## config.mk

```make
export PLATFORM = sky130hd
export DESIGN_NAME = vision_position_frame_encoder
export DESIGN_NICKNAME = d
export VERILOG_FILES = /design/src/hdl/vpfe_pkg.sv /design/src/hdl/vision_position_frame_encoder.sv
export VERILOG_INCLUDE_DIRS = /design/src /design/src/hdl
export SDC_FILE = /design/constraint.sdc
export NUM_CORES = 1
export LEC_CHECK = 0
export ABC_AREA = 1
export BUFFER_PORTS_ARGS = -buffer_cell sky130_fd_sc_hd__buf_2
export CAP_MARGIN = 20
export CORE_UTILIZATION = 52
export DETAILED_ROUTE_END_ITERATION = 10
export GPL_TIMING_DRIVEN = 0
export PLACE_DENSITY = 0.76
export SETUP_SLACK_MARGIN = 0.1
export SLEW_MARGIN = 20
export SYNTH_ARGS = -nofsm -noshare
export SYNTH_HDL_FRONTEND = slang
export SYNTH_SLANG_ARGS = --single-unit
```

## constraint.sdc

```tcl
create_clock -name clock -period 4.2 [get_ports clock]
set_clock_uncertainty 0.1 [all_clocks]
set_input_delay 1.05 -clock clock [delete_from_list [all_inputs] [get_ports clock]]
set_output_delay 1.05 -clock clock [all_outputs]
set_load 0.01 [all_outputs]
```

## src/hdl/vision_position_frame_encoder_assert.svh

```systemverilog
// ----------------------------------------------------------------------------
// Vision position frame encoder assertion macros
// Concurrent assertion helpers that compile away when SYNTHESIS is defined.
// ----------------------------------------------------------------------------
`ifndef VISION_POSITION_FRAME_ENCODER_ASSERT_SVH
`define VISION_POSITION_FRAME_ENCODER_ASSERT_SVH

`ifndef SYNTHESIS
`define VPFE_ASSERT_IMPLY(label, ante, cons) \
   label: assert property (@(posedge clock) disable iff (reset) (ante) |-> (cons)) \
      else $error("vpfe assertion failed");
`define VPFE_ASSERT_NEXT(label, ante, cons) \
   label: assert property (@(posedge clock) disable iff (reset) (ante) |=> (cons)) \
      else $error("vpfe assertion failed");
`else
`define VPFE_ASSERT_IMPLY(label, ante, cons)
`define VPFE_ASSERT_NEXT(label, ante, cons)
`endif

`endif

```

## src/hdl/vpfe_pkg.sv

```systemverilog
// ----------------------------------------------------------------------------
// Vision position frame encoder package
// Frame layout constants, register indexes, mode codes and the CRC step.
// ----------------------------------------------------------------------------
package vpfe_pkg;

   localparam logic [1:0] REG_SYSTEM_IDENT    = 2'd0;
   localparam logic [1:0] REG_COMPONENT_IDENT = 2'd1;
   localparam logic [1:0] REG_MAX_AGE         = 2'd2;

   localparam logic [2:0] MODE_TRACKING  = 3'd0;
   localparam logic [2:0] MODE_RECOVERED = 3'd1;
   localparam logic [2:0] MODE_LOST      = 3'd2;
   localparam logic [2:0] MODE_SEARCH    = 3'd3;

   localparam logic [7:0] STX_V2        = 8'hfd;
   localparam logic [7:0] MSG_ID        = 8'd102;
   localparam logic [7:0] CRC_TAIL_BYTE = 8'd158;
   localparam logic [15:0] CRC_INIT     = 16'hffff;
   localparam logic [7:0] HDR_LEN       = 8'd10;
   localparam logic [7:0] PAYLOAD_FULL  = 8'd117;
   localparam logic [7:0] PAYLOAD_TRIM  = 8'd36;

   localparam logic [7:0] AT_LEN        = 8'd1;
   localparam logic [7:0] AT_SEQ        = 8'd4;
   localparam logic [7:0] AT_SYS        = 8'd5;
   localparam logic [7:0] AT_COMP       = 8'd6;
   localparam logic [7:0] AT_MSG        = 8'd7;
   localparam logic [7:0] AT_STAMP      = 8'd10;
   localparam logic [7:0] AT_NORTH      = 8'd18;
   localparam logic [7:0] AT_EAST       = 8'd22;
   localparam logic [7:0] AT_YAW        = 8'd38;
   localparam logic [7:0] AT_COV_HI     = 8'd44;
   localparam logic [7:0] AT_COV_TOP    = 8'd45;
   localparam logic [7:0] AT_RCOUNT     = 8'd126;
   localparam logic [7:0] COV_HI_BYTE   = 8'hc0;
   localparam logic [7:0] COV_TOP_BYTE  = 8'h7f;

   localparam logic [2:0] CHECK_LAST    = 3'd7;

   function automatic logic [15:0] crc_add(input logic [15:0] crc, input logic [7:0] data);
      logic [7:0] t;
      t = data ^ crc[7:0];
      t = t ^ {t[3:0], 4'b0000};
      return {8'h00, crc[15:8]} ^ {t, 8'h00} ^ {5'b00000, t, 3'b000} ^ {12'h000, t[7:4]};
   endfunction

   function automatic logic is_finite32(input logic [31:0] bits);
      return bits[30:23] != 8'hff;
   endfunction

endpackage

```

## src/hdl/vision_position_frame_encoder.sv

```systemverilog
// ----------------------------------------------------------------------------
// Vision position frame encoder
// Flow: an accepted request runs the freshness checks in ST_CHECK; ST_DECIDE
// then either sends the frame from ST_SEND or emits a rejection from ST_REJECT.
// The byte sequencer feeds the CRC one byte per cycle, stalling only when a
// finished word waits for a full output; a new request is taken in ST_IDLE only.
// Reset is synchronous and active high; it restores the ids, max age and state.
// ----------------------------------------------------------------------------
`include "vision_position_frame_encoder_assert.svh"

module vision_position_frame_encoder (
   input  logic        clock,
   input  logic        reset,
   input  logic        req_valid,
   output logic        req_ready,
   input  logic        req_pose_valid,
   input  logic [2:0]  req_loc_mode,
   input  logic        req_search_flag,
   input  logic [63:0] req_stamp_us,
   input  logic [63:0] req_now_us,
   input  logic        req_link_busy,
   input  logic [31:0] req_north_bits,
   input  logic [31:0] req_east_bits,
   input  logic [31:0] req_yaw_bits,
   output logic        rsp_valid,
   input  logic        rsp_ready,
   output logic [31:0] rsp_frame_word,
   output logic [2:0]  rsp_byte_count,
   output logic        rsp_last_word,
   output logic        rsp_frame_sent,
   input  logic        csr_write,
   input  logic [1:0]  csr_index,
   input  logic [31:0] csr_wdata
);

   typedef enum logic [2:0] {
      ST_IDLE,
      ST_CHECK,
      ST_DECIDE,
      ST_REJECT,
      ST_SEND
   } state_type;

   state_type   state_ff, state_in;
   logic [7:0]  system_ident_ff, system_ident_in;
   logic [7:0]  component_ident_ff, component_ident_in;
   logic [31:0] max_age_ff, max_age_in;
   logic [7:0]  frame_sequence_ff, frame_sequence_in;
   logic [7:0]  reset_count_ff, reset_count_in;
   logic        reset_armed_ff, reset_armed_in;
   logic        sent_before_ff, sent_before_in;
   logic [63:0] last_stamp_ff, last_stamp_in;
   logic [15:0] crc_work_ff, crc_work_in;
   logic [7:0]  byte_idx_ff, byte_idx_in;
   logic [1:0]  lane_ff, lane_in;
   logic [31:0] word_acc_ff, word_acc_in;
   logic [2:0]  check_cnt_ff, check_cnt_in;
   logic        ok_ff, ok_in;
   logic        nonzero_ff, nonzero_in;
   logic        borrow_now_ff, borrow_now_in;
   logic        borrow_age_ff, borrow_age_in;
   logic        borrow_last_ff, borrow_last_in;
   logic [63:0] stamp_ff, stamp_in;
   logic [63:0] now_ff, now_in;
   logic [31:0] north_ff, north_in;
   logic [31:0] east_ff, east_in;
   logic [31:0] yaw_ff, yaw_in;
   logic        rsp_valid_ff, rsp_valid_in;
   logic [31:0] rsp_word_ff, rsp_word_in;
   logic [2:0]  rsp_count_ff, rsp_count_in;
   logic        rsp_last_ff, rsp_last_in;
   logic        rsp_sent_ff, rsp_sent_in;

   logic        out_free;
   logic [8:0]  diff_now;
   logic [8:0]  diff_age;
   logic [8:0]  diff_last;
   logic [7:0]  age_byte;
   logic        pass;
   logic        long_frame;
   logic [7:0]  frame_len;
   logic [7:0]  last_idx;
   logic [7:0]  offset;
   logic [7:0]  cur_byte;
   logic [15:0] crc_final;
   logic        completing;
   logic        advance;
   logic [31:0] word_next;

   assign req_ready      = state_ff == ST_IDLE;
   assign rsp_valid      = rsp_valid_ff;
   assign rsp_frame_word = rsp_word_ff;
   assign rsp_byte_count = rsp_count_ff;
   assign rsp_last_word  = rsp_last_ff;
   assign rsp_frame_sent = rsp_sent_ff;

   assign out_free   = !rsp_valid_ff || rsp_ready;
   assign age_byte   = check_cnt_ff[2] ? 8'h00 : max_age_ff[{check_cnt_ff[1:0], 3'b000} +: 8];
   assign diff_now   = {1'b0, now_ff[7:0]} - {1'b0, stamp_ff[7:0]} - {8'h00, borrow_now_ff};
   assign diff_age   = {1'b0, age_byte} - {1'b0, diff_now[7:0]} - {8'h00, borrow_age_ff};
   assign diff_last  = {1'b0, last_stamp_ff[7:0]} - {1'b0, stamp_ff[7:0]}
                       - {8'h00, borrow_last_ff};
   assign pass       = ok_ff && nonzero_ff && !borrow_now_ff && !borrow_age_ff && borrow_last_ff;
   assign long_frame = reset_count_ff != 8'h00;
   assign frame_len  = vpfe_pkg::HDR_LEN
                       + (long_frame ? vpfe_pkg::PAYLOAD_FULL : vpfe_pkg::PAYLOAD_TRIM);
   assign last_idx   = frame_len + 8'd1;
   assign crc_final  = vpfe_pkg::crc_add(crc_work_ff, vpfe_pkg::CRC_TAIL_BYTE);
   assign completing = lane_ff == 2'd3 || byte_idx_ff == last_idx;
   assign advance    = state_ff == ST_SEND && (!completing || out_free);
   assign word_next  = word_acc_ff | ({24'h000000, cur_byte} << {lane_ff, 3'b000});

   // Byte generator for the frame position held in the byte index.
   always_comb begin
      offset   = 8'h00;
      cur_byte = 8'h00;
      if (byte_idx_ff == frame_len) begin
         cur_byte = crc_final[7:0];
      end else if (byte_idx_ff == last_idx) begin
         cur_byte = crc_final[15:8];
      end else begin
         unique case (byte_idx_ff) inside
            8'd0:      cur_byte = vpfe_pkg::STX_V2;
            vpfe_pkg::AT_LEN: begin
               cur_byte = frame_len - vpfe_pkg::HDR_LEN;
            end
            vpfe_pkg::AT_SEQ:  cur_byte = frame_sequence_ff;
            vpfe_pkg::AT_SYS:  cur_byte = system_ident_ff;
            vpfe_pkg::AT_COMP: cur_byte = component_ident_ff;
            vpfe_pkg::AT_MSG:  cur_byte = vpfe_pkg::MSG_ID;
            [8'd10:8'd17]: begin
               offset   = byte_idx_ff - vpfe_pkg::AT_STAMP;
               cur_byte = stamp_ff[{offset[2:0], 3'b000} +: 8];
            end
            [8'd18:8'd21]: begin
               offset   = byte_idx_ff - vpfe_pkg::AT_NORTH;
               cur_byte = north_ff[{offset[1:0], 3'b000} +: 8];
            end
            [8'd22:8'd25]: begin
               offset   = byte_idx_ff - vpfe_pkg::AT_EAST;
               cur_byte = east_ff[{offset[1:0], 3'b000} +: 8];
            end
            [8'd38:8'd41]: begin
               offset   = byte_idx_ff - vpfe_pkg::AT_YAW;
               cur_byte = yaw_ff[{offset[1:0], 3'b000} +: 8];
            end
            vpfe_pkg::AT_COV_HI:  cur_byte = vpfe_pkg::COV_HI_BYTE;
            vpfe_pkg::AT_COV_TOP: cur_byte = vpfe_pkg::COV_TOP_BYTE;
            vpfe_pkg::AT_RCOUNT:  cur_byte = reset_count_ff;
            default:              cur_byte = 8'h00;
         endcase
      end
   end

   always_comb begin
      state_in           = state_ff;
      system_ident_in    = system_ident_ff;
      component_ident_in = component_ident_ff;
      max_age_in         = max_age_ff;
      frame_sequence_in  = frame_sequence_ff;
      reset_count_in     = reset_count_ff;
      reset_armed_in     = reset_armed_ff;
      sent_before_in     = sent_before_ff;
      last_stamp_in      = last_stamp_ff;
      crc_work_in        = crc_work_ff;
      byte_idx_in        = byte_idx_ff;
      lane_in            = lane_ff;
      word_acc_in        = word_acc_ff;
      check_cnt_in       = check_cnt_ff;
      ok_in              = ok_ff;
      nonzero_in         = nonzero_ff;
      borrow_now_in      = borrow_now_ff;
      borrow_age_in      = borrow_age_ff;
      borrow_last_in     = borrow_last_ff;
      stamp_in           = stamp_ff;
      now_in             = now_ff;
      north_in           = north_ff;
      east_in            = east_ff;
      yaw_in             = yaw_ff;
      rsp_valid_in       = rsp_valid_ff;
      rsp_word_in        = rsp_word_ff;
      rsp_count_in       = rsp_count_ff;
      rsp_last_in        = rsp_last_ff;
      rsp_sent_in        = rsp_sent_ff;

      if (rsp_valid_ff && rsp_ready) begin
         rsp_valid_in = 1'b0;
      end

      if (csr_write) begin
         unique case (csr_index)
            vpfe_pkg::REG_SYSTEM_IDENT:    system_ident_in    = csr_wdata[7:0];
            vpfe_pkg::REG_COMPONENT_IDENT: component_ident_in = csr_wdata[7:0];
            vpfe_pkg::REG_MAX_AGE:         max_age_in         = csr_wdata;
            default: ;
         endcase
      end

      unique case (state_ff)
         ST_IDLE: begin
            if (req_valid) begin
               stamp_in       = req_stamp_us;
               now_in         = req_now_us;
               north_in       = req_north_bits;
               east_in        = req_east_bits;
               yaw_in         = req_yaw_bits;
               reset_armed_in = reset_armed_ff || req_search_flag
                                || req_loc_mode == vpfe_pkg::MODE_RECOVERED
                                || req_loc_mode == vpfe_pkg::MODE_LOST
                                || req_loc_mode == vpfe_pkg::MODE_SEARCH;
               ok_in          = req_pose_valid && req_loc_mode == vpfe_pkg::MODE_TRACKING
                                && vpfe_pkg::is_finite32(req_north_bits)
                                && vpfe_pkg::is_finite32(req_east_bits)
                                && vpfe_pkg::is_finite32(req_yaw_bits)
                                && !req_link_busy;
               nonzero_in     = 1'b0;
               borrow_now_in  = 1'b0;
               borrow_age_in  = 1'b0;
               borrow_last_in = 1'b0;
               check_cnt_in   = 3'd0;
               state_in       = ST_CHECK;
            end
         end
         ST_CHECK: begin
            nonzero_in     = nonzero_ff || stamp_ff[7:0] != 8'h00;
            borrow_now_in  = diff_now[8];
            borrow_age_in  = diff_age[8];
            borrow_last_in = diff_last[8];
            stamp_in       = {stamp_ff[7:0], stamp_ff[63:8]};
            last_stamp_in  = {last_stamp_ff[7:0], last_stamp_ff[63:8]};
            now_in         = {8'h00, now_ff[63:8]};
            check_cnt_in   = check_cnt_ff + 3'd1;
            if (check_cnt_ff == vpfe_pkg::CHECK_LAST) begin
               state_in = ST_DECIDE;
            end
         end
         ST_DECIDE: begin
            if (pass) begin
               if (reset_armed_ff) begin
                  if (sent_before_ff) begin
                     reset_count_in = reset_count_ff + 8'd1;
                  end
                  reset_armed_in = 1'b0;
               end
               sent_before_in = 1'b1;
               last_stamp_in  = stamp_ff;
               crc_work_in    = vpfe_pkg::CRC_INIT;
               byte_idx_in    = 8'd0;
               lane_in        = 2'd0;
               word_acc_in    = 32'h00000000;
               state_in       = ST_SEND;
            end else begin
               state_in = ST_REJECT;
            end
         end
         ST_REJECT: begin
            if (out_free) begin
               rsp_valid_in = 1'b1;
               rsp_word_in  = 32'h00000000;
               rsp_count_in = 3'd0;
               rsp_last_in  = 1'b1;
               rsp_sent_in  = 1'b0;
               state_in     = ST_IDLE;
            end
         end
         ST_SEND: begin
            if (advance) begin
               if (byte_idx_ff != 8'd0 && byte_idx_ff < frame_len) begin
                  crc_work_in = vpfe_pkg::crc_add(crc_work_ff, cur_byte);
               end
               if (completing) begin
                  rsp_valid_in = 1'b1;
                  rsp_word_in  = word_next;
                  rsp_count_in = {1'b0, lane_ff} + 3'd1;
                  rsp_last_in  = byte_idx_ff == last_idx;
                  rsp_sent_in  = 1'b1;
                  word_acc_in  = 32'h00000000;
                  lane_in      = 2'd0;
               end else begin
                  word_acc_in = word_next;
                  lane_in     = lane_ff + 2'd1;
               end
               if (byte_idx_ff == last_idx) begin
                  frame_sequence_in = frame_sequence_ff + 8'd1;
                  state_in          = ST_IDLE;
               end else begin
                  byte_idx_in = byte_idx_ff + 8'd1;
               end
            end
         end
         default: state_in = ST_IDLE;
      endcase
   end

   always_ff @(posedge clock) begin
      stamp_ff    <= stamp_in;
      now_ff      <= now_in;
      north_ff    <= north_in;
      east_ff     <= east_in;
      yaw_ff      <= yaw_in;
      word_acc_ff <= word_acc_in;
      crc_work_ff <= crc_work_in;
      rsp_word_ff <= rsp_word_in;
      rsp_count_ff <= rsp_count_in;
      rsp_last_ff <= rsp_last_in;
      rsp_sent_ff <= rsp_sent_in;
      ok_ff       <= ok_in;
      nonzero_ff  <= nonzero_in;
      borrow_now_ff  <= borrow_now_in;
      borrow_age_ff  <= borrow_age_in;
      borrow_last_ff <= borrow_last_in;
      if (reset) begin
         state_ff           <= ST_IDLE;
         system_ident_ff    <= 8'd1;
         component_ident_ff <= 8'd1;
         max_age_ff         <= 32'd100000;
         frame_sequence_ff  <= 8'h00;
         reset_count_ff     <= 8'h00;
         reset_armed_ff     <= 1'b0;
         sent_before_ff     <= 1'b0;
         last_stamp_ff      <= 64'h0;
         byte_idx_ff        <= 8'h00;
         lane_ff            <= 2'd0;
         check_cnt_ff       <= 3'd0;
         rsp_valid_ff       <= 1'b0;
      end else begin
         state_ff           <= state_in;
         system_ident_ff    <= system_ident_in;
         component_ident_ff <= component_ident_in;
         max_age_ff         <= max_age_in;
         frame_sequence_ff  <= frame_sequence_in;
         reset_count_ff     <= reset_count_in;
         reset_armed_ff     <= reset_armed_in;
         sent_before_ff     <= sent_before_in;
         last_stamp_ff      <= last_stamp_in;
         byte_idx_ff        <= byte_idx_in;
         lane_ff            <= lane_in;
         check_cnt_ff       <= check_cnt_in;
         rsp_valid_ff       <= rsp_valid_in;
      end
   end

   `VPFE_ASSERT_IMPLY(a_partial_word_in_frame, rsp_valid_ff && !rsp_last_ff, rsp_sent_ff && rsp_count_ff == 3'd4)
   `VPFE_ASSERT_IMPLY(a_reject_word_empty, rsp_valid_ff && !rsp_sent_ff, rsp_count_ff == 3'd0 && rsp_last_ff)
   `VPFE_ASSERT_IMPLY(a_byte_index_bound, state_ff == ST_SEND, byte_idx_ff <= last_idx)
   `VPFE_ASSERT_NEXT(a_sequence_steps, advance && byte_idx_ff == last_idx, frame_sequence_ff == $past(frame_sequence_ff) + 8'd1)

endmodule

```

Word-level counts from Yosys, hierarchy flattened
Cells that the tools add are included.
Storage, ports and cells
  input bits: 269
  memories: 0
  bits in read-only memories: 0
  latch bits: 0
  RAM bits: 0
  word-level logic and storage cells: 227
  output and inout bits: 39
  register bits: 461
Operators by class
  equal/unequal tests: 33
  shift-type cells: 6
  div/mod/pow operators: 0
  $mul: 0
  mux-type cells: 64
  reductions and logical operators: 56
  order comparisons: 9
  bitwise logic cells: 11
  $add $sub $neg: 19
Operator list (count)
  $pmux 64 s2: 3
  $mux 32: 6
  $mux 64: 3
  $pmux 32 s2: 2
  $shiftx 32x6->8: 4
  $pmux 8 s13: 1
  $shiftx 64x7->8: 1
  $mux 16: 3
  $mux 8: 6
  $add 8x1->8 const B: 4
  $eq 8x3->1 const B: 4
  $or 32x32->32: 1
  $pmux 16 s2: 1
  $shl 8x5->32: 1
  $xor 16x11->16: 2
  $xor 16x4->16: 2
  $xor 8x16->16: 2
  $mux 3: 9
  $sub 8x8->9: 3
  $sub 9x1->9: 3
  $le 8x5->1 const B: 3
  $ne 8x8->1 const B: 3
  $reduce_bool 8->1: 3
  $xor 8x8->8: 3
  43 further kinds: 125

Depth between registers and ports, before layout
  depth after elaboration: 15
  depth in mapped cells: 24
  mapped depth without buffers: 22

Worst setup path after synthesis
No wires, ideal clock.
  path kind: in2reg
  start point: in req_valid
  end point: reg borrow_age_ff (enable)
  cell stages on the path: 2
  arrival: 3.308 ns
  library setup time: 1.145 ns
  data required time: 2.955 ns
  buffers on the path: 0
  slack: -0.353 ns
  cells stage by stage: nand2_1 nand2_1
On the way
  cells in the longest elaborated chain, start to end: 2
Ends and longest elaborated chain
  start: declaration: RTL line vision_position_frame_encoder.sv:14  | input logic req_valid,
  $ne 2x2->1 (no line)
  $reduce_and 2->1 (no line)
  end signal: assignment: RTL line vision_position_frame_encoder.sv:310  | borrow_age_ff <= borrow_age_in;
  end: declaration: RTL line vision_position_frame_encoder.sv:61  | logic borrow_age_ff, borrow_age_in;
Every way passes these cells.
A chain may end at the register's enable or synchronous reset.

Final worst setup path
  start point: reg byte_idx_ff[0]
  end point: reg crc_work_ff[10] (data pin)
On the way
  cells in the longest elaborated chain, start to end: 13
  elaborated cells between the ends (all ways): 42
Ends and longest elaborated chain
  start: declaration: RTL line vision_position_frame_encoder.sv:54  | logic [7:0] byte_idx_ff, byte_idx_in;
  start signal: assignment: RTL line vision_position_frame_encoder.sv:336  | byte_idx_ff <= byte_idx_in;
  $sub 3x2->3, or another cell as far along: RTL line vision_position_frame_encoder.sv:132  | offset = byte_idx_ff - vpfe_pkg::AT_STAMP;
  $shiftx 64x7->8, or another cell as far along: RTL line vision_position_frame_encoder.sv:133  | cur_byte = stamp_ff[{offset[2:0], 3'b000} +: 8];
  $pmux 8 s13: RTL line vision_position_frame_encoder.sv:122  | unique case (byte_idx_ff) inside
  $mux 8: RTL line vision_position_frame_encoder.sv:119  | end else if (byte_idx_ff == last_idx) begin
  $mux 8 *: RTL line vision_position_frame_encoder.sv:117  | if (byte_idx_ff == frame_len) begin
  $xor 8x8->8 *: RTL line vpfe_pkg.sv:43  | t = data ^ crc[7:0];
  $xor 8x8->8 *: RTL line vpfe_pkg.sv:44  | t = t ^ {t[3:0], 4'b0000};
  $xor 8x16->16: RTL line vpfe_pkg.sv:45  | return {8'h00, crc[15:8]} ^ {t, 8'h00} ^ {5'b00000, t, 3'b000} ^ {12'h000, t[7:4]};
  $xor 16x11->16 *: RTL line vpfe_pkg.sv:45
  $xor 16x4->16 *: RTL line vpfe_pkg.sv:45
  $mux 16 *: RTL line vision_position_frame_encoder.sv:268  | if (byte_idx_ff != 8'd0 && byte_idx_ff < frame_len) begin
  $mux 16 *: RTL line vision_position_frame_encoder.sv:267  | if (advance) begin
  $pmux 16 s2 *: RTL line vision_position_frame_encoder.sv:199  | unique case (state_ff)
  end signal: assignment: RTL line vision_position_frame_encoder.sv:302  | crc_work_ff <= crc_work_in;
  end: declaration: RTL line vision_position_frame_encoder.sv:53  | logic [15:0] crc_work_ff, crc_work_in;
Every way passes the cells marked *; elsewhere a longest branch is shown, timed or not. The select of a mux whose other input is x is not followed.

==> summary.txt <==
Iter 0 DRT Violations - 1,897
Post-synth EDFFs - 314
Final Hold Fails - 0
crit path max fanout - 13
Seq. cell area - 0.0124 mm2
total core area - 0.0421 mm2
min Tclk post-route - 3.94 ns
largest net degree at the start of global routing - 69
Pleak - 11.4 nW
Synthesized Nets - 2,905
Layout area overhead - 18.2%
synthesis-stage register bit count - 461
RSZ-0062 raised after global routing - yes
arrival time worst endpoint - 4.12 ns
setup tns final - 0 ns
status - finished, final reports clean
setup violators final - 0
clock buffer depth - 3
Non-Filler Instances - 3,525
Most used DFF post-synth - edfxtp_1
Starting Density - 53.0%
Slew Viols, Final - 0
Global Route Usage Sum - 30.7%
clock edge transition at the registers on the reported setup and hold paths - 0.06 ns
Worst R2R Path Depth - 22
fraction of layout cells with a size suffix above 1 - 16.8%
drt wl/cell - 19.2 um
PwrDens - 646 mW/mm2
Mapped Area - 0.0223 mm2
Post-synth ARST share - 0%
DRT antenna net count - 0
Core Util, Final - 62.6%
latest clock arrival within the worst-skew pair - 0.59 ns
Tcrit/Tclk final - 93.7%
via count - 19,700
number of global-route vias before repair - 18,900
Yosys cell types - 53
hold buffer count at cts - 0
Synth top cells by count - 713 x nand2_1, 314 x edfxtp_1, 269 x nor2_1, 220 x o21ai_0, 208 x inv_1
CTS tree - yes
DRC viols - 0
Overflow after GRT - 0
io pins - 308
Avg Cell Area, Syn - 8.66 um2
Startpoint Class - flip-flop
total of max-cap violations - 0
Die Span Y - 209 um
hold depth - 2
drt total wl - 67,800 um
Syn. warnings - 0
top-area cell type share of the netlist area - 42.2%
Fmax - 254 MHz
gp weighted congestion - 0.977
Max IR drop VDD - 721 uV
Fillers - 3,565
DPL Wire Length - 50,900 um
routed vias/inst - 5.60
Chip Width - 209 um
WS Path Type - reg -> reg
top-count cell post-synth - nand2_1
Seq/Total Area, Yosys - 55.4%
placed cell count - 3,427
Root Driver - clkbuf_16
H-tree levels - 2
# port buffers - 306
multi-input logic area - 0.00854 mm2
main area contributors after synthesis - edfxtp_1 42%, dfxtp_1 13%, nand2_1 12%
hold crit path type - reg -> reg
global-route wire length before repair - 103,000 um
Final Instance Area - 0.0264 mm2
Critical Path RT - 4.39 ns
FP Rows - 75
Placed Area - 0.0246 mm2
actual slew at the worst max-slew pin - 1.02 ns
TritonCTS Buffers - 50
die area - 0.0438 mm2
initial antenna violation count - 7
CP Capture Type - flip-flop
NumNets Final - 3,270
Max-slew headroom - 32.2%
Clock Sinks - 461
largest area contributor in the netlist - edfxtp_1
DRT Pass-1 Iters - 6
Mapped Cells - 2,578
[logic make-up (layout without fill, tap and decap cells)]
logic type	count (synthesis)	count (layout)	synth area share [%]
compound gates	450	450	11.4
xor+xnor	20	20	0.785
fa+ha+maj	58	58	3.35
buf+inv	365	769	6.47
flops	461	461	55.4
other cells	0	4	0
simple gates	1224	1224	22.6
[metrics by stage]
step	hold slack, ns	setup slack (ns)	power, mW
after global routing	0.397	0.0670	18.0
after CTS	0.363	0.116	17.0
final	0.358	0.265	17.0
after detailed placement	0.349	-0.542	12.5
after floorplan	0.323	0.202	10.6
after global placement	0.338	-0.955	12.3
[layout make-up]
type	instances	share of cell area, %
clock inverters	22	0.783
multi-input cells	1752	32.4
well taps	539	2.56
inverters	239	3.44
flip-flops and latches	461	46.9
repair buffers	314	6.29
plain buffers	125	2.08
clock buffers	69	5.53
diodes	4	0.0379
[metal layers]
metal  vias up  GRT usage (%)  share of wire (%)
met5         -              0              0.059
met1      9199           41.8                 42
met4         6           12.2                3.5
met2      1021           48.6                 45
met3       151           5.76                9.3
li1       9358              -                  -
[repair_timing]
item | in CTS | in global routing
buffers inserted | 1 | 3
endpoints found under the hold margin | 0 | 0
endpoints found under the setup margin | 80 | 43
gates cloned | 0 | 0
gates resized for setup | 3 | 10
pin swaps | 0 | 3
[final timing paths]
path                                                   from                             to  slack (ns)
worst min-delay path             max_age_ff[7]$_SDFFE_PP1P_     max_age_ff[7]$_SDFFE_PP1P_        0.36
worst max-delay path            byte_idx_ff[0]$_SDFFE_PP0P_  crc_work_ff[10]$_SDFFCE_PN1P_        0.26
worst min register to register   max_age_ff[7]$_SDFFE_PP1P_     max_age_ff[7]$_SDFFE_PP1P_        0.36
worst max register to register  byte_idx_ff[0]$_SDFFE_PP0P_  crc_work_ff[10]$_SDFFCE_PN1P_        0.26
[state kept, by name, indices dropped and copies added, names as in the netlist, 8 cells and up]
register / cells
rsp_frame_word: 32
max_age_ff: 32
last_stamp_ff: 64
system_ident_ff: 8
byte_idx_ff: 8
frame_sequence_ff: 8
word_acc_ff: 32
east_ff: 32
component_ident_ff: 8
yaw_ff: 32
stamp_ff: 64
north_ff: 32
reset_count_ff: 8
crc_work_ff: 16
now_ff: 64
[where the power goes]
group / leakage [nW] / internal [mW] / switching, mW / total (mW)
Combinational: 6.35 / 1.73 / 3.62 / 5.36
Clock: 0.820 / 2.62 / 1.85 / 4.47
Sequential: 4.25 / 6.45 / 0.762 / 7.21
Total: 11.4 / 10.8 / 6.23 / 17.0
[cells in the final DEF (no fill, tap or decap), types with 22 or more instances in the layout]
| cell type | instances |
|---|---|
| ha_1 | 54 |
| nor2_1 | 268 |
| nor3_1 | 25 |
| dfxtp_1 | 147 |
| nand2_2 | 22 |
| inv_1 | 204 |
| buf_2 | 319 |
| o21ai_0 | 219 |
| a21oi_1 | 92 |
| nand3_1 | 148 |
| nand2_1 | 711 |
| a31oi_1 | 67 |
| inv_2 | 28 |
| clkbuf_16 | 54 |
| clkbuf_1 | 106 |
| edfxtp_1 | 314 |
[worst max-delay path, stage by stage (launching register included)]
cell and delay, ns:
dfxtp_1 0.36, buf_2 0.20, inv_2 0.12, clkbuf_4 0.22
buf_4 0.22, ha_1 0.27, a21oi_2 0.23, o21ai_4 0.11
nand2_4 0.14, nand2_2 0.09, buf_6 0.15, nor3b_1 0.22
nor2_1 0.08, nand2_1 0.11, nand2_1 0.08, nand2_1 0.11
nand2_1 0.15, nand2_1 0.13, nand2_1 0.11, inv_1 0.09
nand3_1 0.11, nand3_1 0.10, nand3_1 0.11
(Power assumes the default switching activity.)
